### src/hdl/assert_macros.svh
// assertion macros used by the top-level rtl file
`ifndef ASSERT_MACROS_SVH
`define ASSERT_MACROS_SVH

`ifndef SYNTH

// expectation must hold in the same cycle as the condition
`define ASSERT_SAME(label, clk, rst, cond, expect_now) \
   label: assert property (@(posedge clk) disable iff (rst) (cond) |-> (expect_now)) \
      else $error("assertion failed");

// expectation must hold in the cycle after the condition
`define ASSERT_NEXT(label, clk, rst, cond, expect_next) \
   label: assert property (@(posedge clk) disable iff (rst) (cond) |=> (expect_next)) \
      else $error("assertion failed");

`else

`define ASSERT_SAME(label, clk, rst, cond, expect_now)
`define ASSERT_NEXT(label, clk, rst, cond, expect_next)

`endif

`endif

### src/hdl/mcds_pkg.sv
// types and constants of the midi clock to din sync converter
`default_nettype none

package mcds_pkg;

   localparam int unsigned PERIOD_BITS = 16;

   localparam int unsigned CSR_INDEX_BITS = 3;
   localparam int unsigned CSR_DATA_BITS  = 16;

   localparam logic [CSR_INDEX_BITS-1:0] CSR_DEFAULT_PULSE_US = 3'd0;
   localparam logic [CSR_INDEX_BITS-1:0] CSR_ACTIVITY_LED_MS  = 3'd1;
   localparam logic [CSR_INDEX_BITS-1:0] CSR_BEAT_LED_MS      = 3'd2;
   localparam logic [CSR_INDEX_BITS-1:0] CSR_DEBOUNCE_MS      = 3'd3;
   localparam logic [CSR_INDEX_BITS-1:0] CSR_PULSES_PER_BEAT  = 3'd4;

   localparam logic [15:0] DEFAULT_PULSE_US_RESET = 16'd5000;
   localparam logic [7:0]  ACTIVITY_LED_MS_RESET  = 8'd1;
   localparam logic [7:0]  BEAT_LED_MS_RESET      = 8'd30;
   localparam logic [7:0]  DEBOUNCE_MS_RESET      = 8'd50;
   localparam logic [5:0]  PULSES_PER_BEAT_RESET  = 6'd24;

   localparam logic [7:0] MSG_CLOCK    = 8'hF8;
   localparam logic [7:0] MSG_START    = 8'hFA;
   localparam logic [7:0] MSG_CONTINUE = 8'hFB;
   localparam logic [7:0] MSG_STOP     = 8'hFC;

   typedef enum logic [1:0] {
      OP_BYTE    = 2'd0,
      OP_US_TICK = 2'd1,
      OP_MS_TICK = 2'd2
   } opcode_type;

   typedef struct packed {
      logic [1:0] opcode;
      logic [7:0] rx_byte;
      logic       switch_level;
   } req_item_type;

endpackage

`default_nettype wire

### src/hdl/mcds_req_if.sv
// input channel: received bytes and timer ticks
`default_nettype none

interface mcds_req_if;
   logic       valid;
   logic       ready;
   logic [1:0] opcode;
   logic [7:0] rx_byte;
   logic       switch_level;

   modport source (output valid, output opcode, output rx_byte, output switch_level,
                   input ready);
   modport sink (input valid, input opcode, input rx_byte, input switch_level,
                 output ready);
endinterface

`default_nettype wire

### src/hdl/mcds_rsp_if.sv
// result channel: sync lines and led drives
`default_nettype none

interface mcds_rsp_if;
   logic valid;
   logic ready;
   logic sync_clock;
   logic sync_run;
   logic activity_led;
   logic beat_led;

   modport source (output valid, output sync_clock, output sync_run, output activity_led,
                   output beat_led, input ready);
   modport sink (input valid, input sync_clock, input sync_run, input activity_led,
                 input beat_led, output ready);
endinterface

`default_nettype wire

### src/hdl/midi_clock_to_din_sync_top.sv
// midi clock to din sync24 converter, top level
// path: an item taken is held in the input register and is applied to the state
// when the result register is free or being emptied; the result is registered
// throughput: one item per cycle from one update pass, unless rsp_chan stalls
// reset: synchronous, active high; clears the state but sets timer_on, loads register defaults
`default_nettype none
`include "assert_macros.svh"

module midi_clock_to_din_sync_top (
   input  logic clock,
   input  logic reset,
   mcds_req_if.sink   req_chan,
   mcds_rsp_if.source rsp_chan,
   input  logic                                   csr_wr_en,
   input  logic [mcds_pkg::CSR_INDEX_BITS-1:0]    csr_index,
   input  logic [mcds_pkg::CSR_DATA_BITS-1:0]     csr_wr_data
);

   localparam int unsigned PB = mcds_pkg::PERIOD_BITS;

   // configuration
   logic [15:0] default_pulse_us_ff;
   logic [7:0]  activity_led_ms_ff;
   logic [7:0]  beat_led_ms_ff;
   logic [7:0]  debounce_ms_ff;
   logic [5:0]  pulses_per_beat_ff;

   // handshake and input register
   logic                   item_valid_ff, item_valid_in;
   mcds_pkg::req_item_type item_ff;
   logic                   rsp_valid_ff, rsp_valid_in;
   logic                   advance, fire, req_accept;

   // converter state
   logic          clock_level_ff, clock_level_in;
   logic          run_flag_ff, run_flag_in;
   logic          timer_on_ff, timer_on_in;
   logic [PB-1:0] period_count_ff, period_count_in;
   logic [PB-1:0] pulse_end_ff, pulse_end_in;
   logic [5:0]    beat_pulse_count_ff, beat_pulse_count_in;
   logic [7:0]    activity_left_ff, activity_left_in;
   logic [7:0]    beat_left_ff, beat_left_in;
   logic [7:0]    debounce_left_ff, debounce_left_in;
   logic          await_release_ff, await_release_in;
   logic          activity_led_ff, activity_led_in;
   logic          beat_led_ff, beat_led_in;

   logic [PB-1:0] count_step;
   logic [5:0]    pulse_step;
   logic          start_run;

   always_ff @(posedge clock) begin
      if (reset) begin
         default_pulse_us_ff <= mcds_pkg::DEFAULT_PULSE_US_RESET;
         activity_led_ms_ff  <= mcds_pkg::ACTIVITY_LED_MS_RESET;
         beat_led_ms_ff      <= mcds_pkg::BEAT_LED_MS_RESET;
         debounce_ms_ff      <= mcds_pkg::DEBOUNCE_MS_RESET;
         pulses_per_beat_ff  <= mcds_pkg::PULSES_PER_BEAT_RESET;
      end else if (csr_wr_en) begin
         unique case (csr_index)
            mcds_pkg::CSR_DEFAULT_PULSE_US: default_pulse_us_ff <= csr_wr_data;
            mcds_pkg::CSR_ACTIVITY_LED_MS:  activity_led_ms_ff  <= csr_wr_data[7:0];
            mcds_pkg::CSR_BEAT_LED_MS:      beat_led_ms_ff      <= csr_wr_data[7:0];
            mcds_pkg::CSR_DEBOUNCE_MS:      debounce_ms_ff      <= csr_wr_data[7:0];
            mcds_pkg::CSR_PULSES_PER_BEAT:  pulses_per_beat_ff  <= csr_wr_data[5:0];
            default: ;
         endcase
      end
   end

   // the item register moves on when the result register is free or being emptied
   assign advance        = !rsp_valid_ff || rsp_chan.ready;
   assign fire           = item_valid_ff && advance;
   assign req_chan.ready = !item_valid_ff || advance;
   assign req_accept     = req_chan.valid && req_chan.ready;

   assign item_valid_in = req_accept ? 1'b1 : (fire ? 1'b0 : item_valid_ff);
   assign rsp_valid_in  = fire ? 1'b1 : (rsp_chan.ready ? 1'b0 : rsp_valid_ff);

   always_ff @(posedge clock) begin
      if (req_accept) begin
         item_ff.opcode       <= req_chan.opcode;
         item_ff.rx_byte      <= req_chan.rx_byte;
         item_ff.switch_level <= req_chan.switch_level;
      end
   end

   assign count_step = period_count_ff + PB'(1);
   assign pulse_step = beat_pulse_count_ff + 6'd1;

   always_comb begin
      clock_level_in      = clock_level_ff;
      run_flag_in         = run_flag_ff;
      timer_on_in         = timer_on_ff;
      period_count_in     = period_count_ff;
      pulse_end_in        = pulse_end_ff;
      beat_pulse_count_in = beat_pulse_count_ff;
      activity_left_in    = activity_left_ff;
      beat_left_in        = beat_left_ff;
      debounce_left_in    = debounce_left_ff;
      await_release_in    = await_release_ff;
      activity_led_in     = activity_led_ff;
      beat_led_in         = beat_led_ff;
      start_run           = 1'b0;
      if (fire) begin
         unique case (item_ff.opcode)
            mcds_pkg::OP_BYTE: begin
               if (item_ff.rx_byte == mcds_pkg::MSG_CLOCK) begin
                  clock_level_in  = 1'b1;
                  // half the measured gap, else the configured width
                  pulse_end_in    = timer_on_ff ? (period_count_ff >> 1)
                                                : PB'(default_pulse_us_ff);
                  period_count_in = '0;
                  timer_on_in     = 1'b1;
                  if (pulse_step == pulses_per_beat_ff) begin
                     beat_pulse_count_in = '0;
                     beat_left_in        = beat_led_ms_ff;
                  end else begin
                     beat_pulse_count_in = pulse_step;
                  end
                  activity_left_in = activity_led_ms_ff;
               end else if (item_ff.rx_byte == mcds_pkg::MSG_START ||
                            item_ff.rx_byte == mcds_pkg::MSG_CONTINUE) begin
                  start_run = 1'b1;
               end else if (item_ff.rx_byte == mcds_pkg::MSG_STOP) begin
                  run_flag_in = 1'b0;
               end
            end
            mcds_pkg::OP_US_TICK: begin
               if (clock_level_ff && pulse_end_ff == '0) begin
                  clock_level_in = 1'b0;
               end
               if (timer_on_ff) begin
                  period_count_in = count_step;
                  // timer stops once it wraps
                  if (count_step == '0) begin
                     timer_on_in = 1'b0;
                  end
                  if (count_step == pulse_end_ff) begin
                     clock_level_in = 1'b0;
                  end
               end
            end
            mcds_pkg::OP_MS_TICK: begin
               activity_led_in = activity_left_ff != 8'd0;
               beat_led_in     = run_flag_ff && beat_left_ff != 8'd0;
               if (activity_left_ff != 8'd0) begin
                  activity_left_in = activity_left_ff - 8'd1;
               end
               if (beat_left_ff != 8'd0) begin
                  beat_left_in = beat_left_ff - 8'd1;
               end
               if (!await_release_ff) begin
                  if (debounce_left_ff != 8'd0) begin
                     debounce_left_in = debounce_left_ff - 8'd1;
                  end else if (item_ff.switch_level) begin
                     await_release_in = 1'b1;
                  end
               end else if (!item_ff.switch_level) begin
                  // release after an armed press toggles run
                  if (run_flag_ff) begin
                     run_flag_in = 1'b0;
                  end else begin
                     start_run = 1'b1;
                  end
                  debounce_left_in = debounce_ms_ff;
                  await_release_in = 1'b0;
               end
            end
            default: ;
         endcase
         if (start_run) begin
            run_flag_in         = 1'b1;
            beat_pulse_count_in = '0;
            beat_left_in        = beat_led_ms_ff;
         end
      end
   end

   always_ff @(posedge clock) begin
      if (reset) begin
         item_valid_ff       <= 1'b0;
         rsp_valid_ff        <= 1'b0;
         clock_level_ff      <= 1'b0;
         run_flag_ff         <= 1'b0;
         timer_on_ff         <= 1'b1;
         period_count_ff     <= '0;
         pulse_end_ff        <= '0;
         beat_pulse_count_ff <= '0;
         activity_left_ff    <= '0;
         beat_left_ff        <= '0;
         debounce_left_ff    <= '0;
         await_release_ff    <= 1'b0;
         activity_led_ff     <= 1'b0;
         beat_led_ff         <= 1'b0;
      end else begin
         item_valid_ff       <= item_valid_in;
         rsp_valid_ff        <= rsp_valid_in;
         clock_level_ff      <= clock_level_in;
         run_flag_ff         <= run_flag_in;
         timer_on_ff         <= timer_on_in;
         period_count_ff     <= period_count_in;
         pulse_end_ff        <= pulse_end_in;
         beat_pulse_count_ff <= beat_pulse_count_in;
         activity_left_ff    <= activity_left_in;
         beat_left_ff        <= beat_left_in;
         debounce_left_ff    <= debounce_left_in;
         await_release_ff    <= await_release_in;
         activity_led_ff     <= activity_led_in;
         beat_led_ff         <= beat_led_in;
      end
   end

   // state only moves when a result is loaded, so it is the held result
   assign rsp_chan.valid        = rsp_valid_ff;
   assign rsp_chan.sync_clock   = clock_level_ff;
   assign rsp_chan.sync_run     = run_flag_ff;
   assign rsp_chan.activity_led = activity_led_ff;
   assign rsp_chan.beat_led     = beat_led_ff;

   `ASSERT_SAME(a_stopped_timer_zero, clock, reset, !timer_on_ff, period_count_ff == '0)
   `ASSERT_SAME(a_armed_no_debounce, clock, reset, await_release_ff, debounce_left_ff == 8'd0)
   `ASSERT_NEXT(a_accept_fills_item, clock, reset, req_accept, item_valid_ff)
   `ASSERT_NEXT(a_clock_byte_raises, clock, reset,
      fire && item_ff.opcode == mcds_pkg::OP_BYTE && item_ff.rx_byte == mcds_pkg::MSG_CLOCK,
      clock_level_ff && rsp_valid_ff)

endmodule

`default_nettype wire
### src/flat_wrapper.sv
// flat-port wrapper written by rule: the top's interface ports become plain ports
module midi_clock_to_din_sync_top_flat 
  (clock, reset, csr_wr_en, csr_index, csr_wr_data, req_chan_valid, req_chan_opcode, req_chan_rx_byte, req_chan_switch_level, req_chan_ready, rsp_chan_valid, rsp_chan_sync_clock, rsp_chan_sync_run, rsp_chan_activity_led, rsp_chan_beat_led, rsp_chan_ready);
  mcds_req_if req_chan_i ();
  mcds_rsp_if rsp_chan_i ();
  input  logic clock;
  input  logic reset;
  input  logic csr_wr_en;
  input  logic [mcds_pkg::CSR_INDEX_BITS-1:0] csr_index;
  input  logic [mcds_pkg::CSR_DATA_BITS-1:0] csr_wr_data;
  input wire logic [$bits(req_chan_i.valid)-1:0] req_chan_valid;
  input wire logic [$bits(req_chan_i.opcode)-1:0] req_chan_opcode;
  input wire logic [$bits(req_chan_i.rx_byte)-1:0] req_chan_rx_byte;
  input wire logic [$bits(req_chan_i.switch_level)-1:0] req_chan_switch_level;
  output wire logic [$bits(req_chan_i.ready)-1:0] req_chan_ready;
  output wire logic [$bits(rsp_chan_i.valid)-1:0] rsp_chan_valid;
  output wire logic [$bits(rsp_chan_i.sync_clock)-1:0] rsp_chan_sync_clock;
  output wire logic [$bits(rsp_chan_i.sync_run)-1:0] rsp_chan_sync_run;
  output wire logic [$bits(rsp_chan_i.activity_led)-1:0] rsp_chan_activity_led;
  output wire logic [$bits(rsp_chan_i.beat_led)-1:0] rsp_chan_beat_led;
  input wire logic [$bits(rsp_chan_i.ready)-1:0] rsp_chan_ready;
  assign req_chan_i.valid = req_chan_valid;
  assign req_chan_i.opcode = req_chan_opcode;
  assign req_chan_i.rx_byte = req_chan_rx_byte;
  assign req_chan_i.switch_level = req_chan_switch_level;
  assign req_chan_ready = req_chan_i.ready;
  assign rsp_chan_valid = rsp_chan_i.valid;
  assign rsp_chan_sync_clock = rsp_chan_i.sync_clock;
  assign rsp_chan_sync_run = rsp_chan_i.sync_run;
  assign rsp_chan_activity_led = rsp_chan_i.activity_led;
  assign rsp_chan_beat_led = rsp_chan_i.beat_led;
  assign rsp_chan_i.ready = rsp_chan_ready;
  midi_clock_to_din_sync_top u_core (.clock(clock), .reset(reset), .req_chan(req_chan_i), .rsp_chan(rsp_chan_i), .csr_wr_en(csr_wr_en), .csr_index(csr_index), .csr_wr_data(csr_wr_data));
endmodule
### config.mk
export PLATFORM = sky130hd
export DESIGN_NAME = midi_clock_to_din_sync_top_flat
export DESIGN_NICKNAME = d
export VERILOG_FILES = /design/src/hdl/mcds_pkg.sv /design/src/hdl/mcds_req_if.sv /design/src/hdl/mcds_rsp_if.sv /design/src/hdl/midi_clock_to_din_sync_top.sv /design/src/flat_wrapper.sv
export VERILOG_INCLUDE_DIRS = /design/src /design/src/hdl
export SDC_FILE = /design/constraint.sdc
export NUM_CORES = 1
export LEC_CHECK = 0
export BUFFER_PORTS_ARGS = -buffer_cell sky130_fd_sc_hd__buf_2
export CAP_MARGIN = 20
export CORE_ASPECT_RATIO = 2
export CORE_MARGIN = 2
export CORE_UTILIZATION = 50
export CTS_CLUSTER_SIZE = 30
export DETAILED_ROUTE_END_ITERATION = 8
export GPL_ROUTABILITY_DRIVEN = 0
export HOLD_SLACK_MARGIN = 0.06
export PLACE_DENSITY = 0.7
export RECOVER_POWER = 25
export SETUP_SLACK_MARGIN = 0.15
export SLEW_MARGIN = 30
export SYNTH_ARGS = -nofsm -noshare
export SYNTH_HDL_FRONTEND = slang
export SYNTH_SLANG_ARGS = --single-unit
### constraint.sdc
create_clock -name clock -period 2.2 [get_ports clock]
set_input_delay 0.33 -clock clock [delete_from_list [all_inputs] [get_ports clock]]
set_output_delay 0.33 -clock clock [all_outputs]
set_load 0.05 [all_outputs]
# Word-level counts from Yosys, hierarchy flattened
# Cells that the tools add are included.
[totals] register_bits=127 in_bits=35 output_inout_bits=6 word_cells=137
[classes] addsub=5 n_eq_ne=24 mux=48 reduce_logical=38
[ops] op="2-to-1 mux 8 bit" count=9
[ops] op="2-to-1 mux 16 bit" count=3
[ops] op="== test 8 bit, second input constant" count=4
[ops] op="zero test 16 bit" count=2
[ops] op="one-hot mux 16 bit (2 select lines)" count=1
[ops] op="one-hot mux 8 bit (2 select lines)" count=2
[ops] op="2-to-1 mux 1 bit" count=25
[ops] op="2-to-1 mux 6 bit" count=4
[ops] op="nonzero test 8 bit" count=3
[ops] op="subtractor 8 x 1 -> 8 bit, second input constant" count=3
[ops] op="adder 16 x 1 -> 16 bit, second input constant" count=1
[ops] op="== test 16 bit" count=1
[ops] op="inequality test 3 x 1 -> 1 bit, second input constant" count=5
[ops] op="nonzero test 2 bit" count=7
[ops] op="AND reduction 2 bit" count=6
[ops] op="AND reduction 4 bit" count=3
[ops] op="inequality test 3 bit, second input constant" count=3
[ops] op="AND reduction 3 bit" count=3
[ops] op="one-hot mux 1 bit (2 select lines)" count=4
[ops] op="AND reduction 7 bit" count=1
[ops] op="adder 6 x 1 -> 6 bit, second input constant" count=1
[ops] op="== test 3 x 2 -> 1 bit, second input constant" count=2
[ops] op="== test 6 bit" count=1
[ops] op="inequality test 2 x 1 -> 1 bit, second input constant" count=3
[ops] op="12 further kinds" count=18

# Depth between registers and ports, before layout
[logic_depth] depth_word=8 mapped_depth=10 depth_no_buf=8

# Worst setup path after synthesis
# Ideal clock, no wire load.
[synth_path] path_kind="register -> register" start="register u_core.period_count_ff[1]" end="register u_core.timer_on_ff" setup_ns=0.122 arrival_ns=2.251 slack_ns=-0.173 path_stages_with_launch=9 path_buffers=1 period_less_slack_ns=2.373 cell_sequence="dfxtp_1 > ha_1 > clkbuf_1 > nand3_1 > nor2_1 > xnor2_1 > a31oi_1 > or4b_2 > o32a_1"
[synth_between] elab_chain_cells=5
[synth_lines] element="start, declared" line_no="midi_clock_to_din_sync_top.sv:38" text="logic [PB-1:0] period_count_ff, period_count_in;"
[synth_lines] element="start signal, assigned" line_no="midi_clock_to_din_sync_top.sv:202" text="period_count_ff <= period_count_in;"
[synth_lines] element="adder 16 x 1 -> 16 bit" line_no="midi_clock_to_din_sync_top.sv:88" text="assign count_step = period_count_ff + PB'(1);"
[synth_lines] element="zero test 16 bit" line_no="midi_clock_to_din_sync_top.sv:136" text="if (count_step == '0) begin"
[synth_lines] element="2-to-1 mux 1 bit" line_no="midi_clock_to_din_sync_top.sv:136"
[synth_lines] element="2-to-1 mux 1 bit" line_no="midi_clock_to_din_sync_top.sv:133" text="if (timer_on_ff) begin"
[synth_lines] element="one-hot mux 1 bit (2 select lines)" line_no="midi_clock_to_din_sync_top.sv:106" text="unique case (item_ff.opcode)"
[synth_lines] element="end signal, assigned" line_no="midi_clock_to_din_sync_top.sv:201" text="timer_on_ff <= timer_on_in;"
[synth_lines] element="end, declared" line_no="midi_clock_to_din_sync_top.sv:37" text="logic timer_on_ff, timer_on_in;"
# Every way passes these cells.
# A chain may end at the register's enable or synchronous reset.

# Final worst setup path
[layout_path] start="register u_core.pulses_per_beat_ff[5]" end="register u_core.beat_left_ff[0]"
[layout_between] elab_chain_cells=3
[layout_lines] element="start, declared" line_no="midi_clock_to_din_sync_top.sv:26" text="logic [5:0] pulses_per_beat_ff;"
[layout_lines] element="start signal, assigned" line_no="midi_clock_to_din_sync_top.sv:58" text="pulses_per_beat_ff <= mcds_pkg::PULSES_PER_BEAT_RESET;"
[layout_lines] element="start signal, assigned" line_no="midi_clock_to_din_sync_top.sv:65" text="mcds_pkg::CSR_PULSES_PER_BEAT: pulses_per_beat_ff <= csr_wr_data[5:0];"
[layout_lines] element="== test 6 bit" line_no="midi_clock_to_din_sync_top.sv:115" text="if (pulse_step == pulses_per_beat_ff) begin"
[layout_lines] element="inequality test 3 x 1 -> 1 bit (no line)"
[layout_lines] element="AND reduction 5 bit (no line)"
[layout_lines] element="end signal, assigned" line_no="midi_clock_to_din_sync_top.sv:206" text="beat_left_ff <= beat_left_in;"
[layout_lines] element="end, declared" line_no="midi_clock_to_din_sync_top.sv:42" text="logic [7:0] beat_left_ff, beat_left_in;"
# Every way passes these cells.

==> flow_metrics.py <==
metrics = {
    "run_status": {
        "status": "finished with violations",
        "violations": "setup timing",
    },
    "layout": {
        "area_delta_synth_final_pct": 27.4,
        "diodes": 0,
        "fin_nets": 960,
        "fin_area_um2": 8430,
        "drive_gt1_share_pct": 23.6,
    },
    "floorplan": {
        "die_area_um2": 14200,
        "io_pins": 41,
        "floorplan.initialDensity_pct": 51.0,
        "core-area_um2": 13000,
        "chipWidth_um": 85.4,
        "rows": 59,
        "dieHeight_um": 167,
    },
    "setup_path": {
        "cp-end-kind": "flop",
        "path_max_fanout": 8,
        "crit_type": "flop to flop",
        "startpoint_type": "flop",
        "worst_ep_required_time_ns": 2.54,
        "rrSetupSlack_ns": -0.003,
        "crit_arrival_ns": 2.54,
    },
    "logic_synthesis": {
        "synth_area_um2": 6620,
        "synthCells": 831,
        "avgSynthCellArea_um2": 7.97,
        "synth_ff_type": "dfxtp_1",
        "ys_ff_latch": 127,
        "netlist-cell-type-count": 66,
        "synth_top_area_share_pct": 35.1,
        "synth_nets": 874,
        "synthTopCellsByArea": "dfxtp_1, nand2_1, a21oi_1",
        "ys_async_sr_fraction_pct": 0,
        "yosys.area.top_type": "dfxtp_1",
        "synth_edf_count": 11,
        "yosys_warnings": 0,
        "seq_area_frac_synth_pct": 40.1,
    },
    "cts": {
        "cts_tree": "yes",
        "cts.sinks": 127,
        "clockRootBuffer": "clkbuf_16",
        "clock_path_buffers": 2,
        "postCtsHoldBufs": 0,
        "clk-insertion-delay-late_ns": 0.41,
        "h-tree-depth": 4,
        "numCtsBuffers": 17,
        "clk_pin_slew_worst_paths_ns": 0.06,
    },
    "pwr": {
        "max-vdd-ir-drop_mv": 0.566,
        "power.density_nw_per_um2": 675,
        "p_leak_nw": 3.24,
    },
    "route": {
        "routed_wl_mm": 21.0,
        "firstDrtPassIters": 5,
        "ant_nets": 0,
        "top_layer": "met4",
        "wl_per_cell_um": 19.4,
        "drc": 0,
        "dr_wl_met2_mm": 11.4,
        "initialDrtViolationCount": 471,
        "met1_length_mm": 6.92,
        "vias": 6745,
        "post_drt_via_cell_ratio": 6.24,
        "dr_wl_met3_um": 907,
    },
    "timing": {
        "max_slew_margin_pct": 56.7,
        "period_share_pct": 100,
        "hold_slack_ns": 0.0884,
        "grt_setup_unrepaired": "true",
        "setup_ws_ns": -0.00283,
        "fmax_mhz": 454,
        "final_max_slew_viol_count": 0,
        "final.setup.tns_ns": -0.00283,
        "fin_skew_ns": 0.0110,
        "tightest_slew_ns": 0.649,
        "setup_viol": 1,
        "period_minus_slack_ns": 2.20,
        "hold_viol_final": 0,
    },
    "global_routing": {
        "track_usage_pct": 29.2,
        "grt_pass1_wl_mm": 32.7,
        "grt_pass1_vias": 6597,
        "grt_max_degree": 44,
        "gr-total-overflow": 0,
        "antenna_found_initial": 0,
    },
    "place": {
        "dp_slack_ns": -0.178,
        "place.detailed.hpwl_mm": 14.7,
        "postPlaceCellArea_um2": 7280,
        "io_buffer_count": 40,
    },
    "hold_path": {
        "hold_path.class": "primary input to flop",
    },
    "job": {
        "maxCapViolCount": 0,
    },
}
-- cell usage after synthesis (7+ instances only) --
library cell	n
nand2_1	138
nor4_1	13
mux2i_1	22
and3_1	7
nand4_1	14
nor2b_1	9
clkbuf_1	45
or3_1	15
edfxtp_1	11
dfxtp_1	116
xor2_1	13
o21ai_0	43
ha_1	8
nand2b_1	9
a21oi_1	79
nor2_1	70
nor3_1	18
a211oi_1	17
xnor2_1	19
nor3b_1	7
nand3_1	21
a22oi_1	8
nand3b_1	26
a31oi_1	7
inv_1	16
-- metal layers --
layer,GRT usage (%),up-vias
met4,22.6,0
met5,0,-
li1,-,3156
met2,53.1,297
met3,4.06,127
met1,28.5,3165
-- state kept, by name, indices dropped and copies added, names as in the netlist, 6 cells and up --
register,cells
u_core.beat_led_ms_ff,8
u_core.beat_left_ff,8
u_core.pulse_end_ff,16
u_core.item_ff,11
u_core.period_count_ff,16
u_core.pulses_per_beat_ff,6
u_core.debounce_ms_ff,8
u_core.default_pulse_us_ff,16
u_core.debounce_left_ff,8
u_core.activity_led_ms_ff,8
u_core.activity_left_ff,8
u_core.beat_pulse_count_ff,6
-- through the flow --
step / cells / utilization [%] / power [mW]
floorplan: 831 / - / 2.67
global placement: 1024 / 55.9 / 2.80
detailed placement: 1024 / 56.0 / 2.82
CTS: 1064 / 62.3 / 5.67
global route: 1081 / 64.9 / 5.85
finish: 1081 / 64.9 / 5.69
-- worst paths after layout --
check                            startpoint                        endpoint  depth (start not counted)
min reg2reg  u_core.default_pulse_us_ff[13]  u_core.default_pulse_us_ff[13]                          2
min                     req_chan_rx_byte[3]               u_core.item_ff[4]                          1
max reg2reg    u_core.pulses_per_beat_ff[5]          u_core.beat_left_ff[0]                          6
max            u_core.pulses_per_beat_ff[5]          u_core.beat_left_ff[0]                          6
-- power breakdown --
group          switching [mW]  internal, mW
Clock                    1.08          1.78
Combinational           0.262         0.156
Sequential             0.0387          2.38
Total                    1.38          4.31
-- critical path, cell delays in order, from the launching register on --
cell and delay [ns]:
dfxtp_1 0.35, xnor2_2 0.17, or3_4 0.34, a2111o_1 0.45, o21a_4 0.27, or4_1 0.40
a31oi_1 0.16
-- layout by cell type (no fill, tap or decap), drive strengths merged, types with 5 or more instances in the layout --
| cell type | count |
|---|---|
| nand2b | 9 |
| and4 | 6 |
| o31ai | 5 |
| a22oi | 8 |
| xnor2 | 19 |
| edfxtp | 11 |
| nand2 | 139 |
| nor3b | 9 |
| nand3b | 26 |
| nor2b | 9 |
| o21ai | 44 |
| nor2 | 70 |
| and3 | 7 |
| mux2i | 22 |
| clkinv | 5 |
| inv | 18 |
| ha | 8 |
| or3 | 15 |
| a21oi | 79 |
| clkbuf | 24 |
| nor3 | 18 |
| buf | 115 |
| a211oi | 18 |
| nand4 | 14 |
| dfxtp | 116 |
| nor4 | 13 |
| and2 | 5 |
| nand3 | 21 |
| xor2 | 13 |
| a31oi | 7 |
-- kinds of logic after synthesis --
family                     count (synthesis)  synth area share (%)
buffers and inverters                     73                  4.42
AOI/OAI and AO/OA                        196                  18.3
DFF                                      127                  40.1
muxes                                     23                  3.50
xor gates and xnor gates                  32                  4.23
adders and majority gates                  8                  1.51
and+or+nand+nor                          372                  28.0
-- cell type report --
type                    count  area (µm²)
multi-input cells         634        4090
flip-flops and latches    127        2680
clock inverters            13         166
inverters                  16        60.1
repair buffers            121         821
fillers                  1047        4560
clock buffers              18         429
well taps                 152         190
-- timing repair --
action	in CTS	in global routing
resized for setup	34	54
endpoints found under the hold margin	0	0
pin swaps	17	21
endpoints found under the setup margin	24	49
buffers inserted	7	16
cloned	2	1
(Power assumes the default switching activity.)
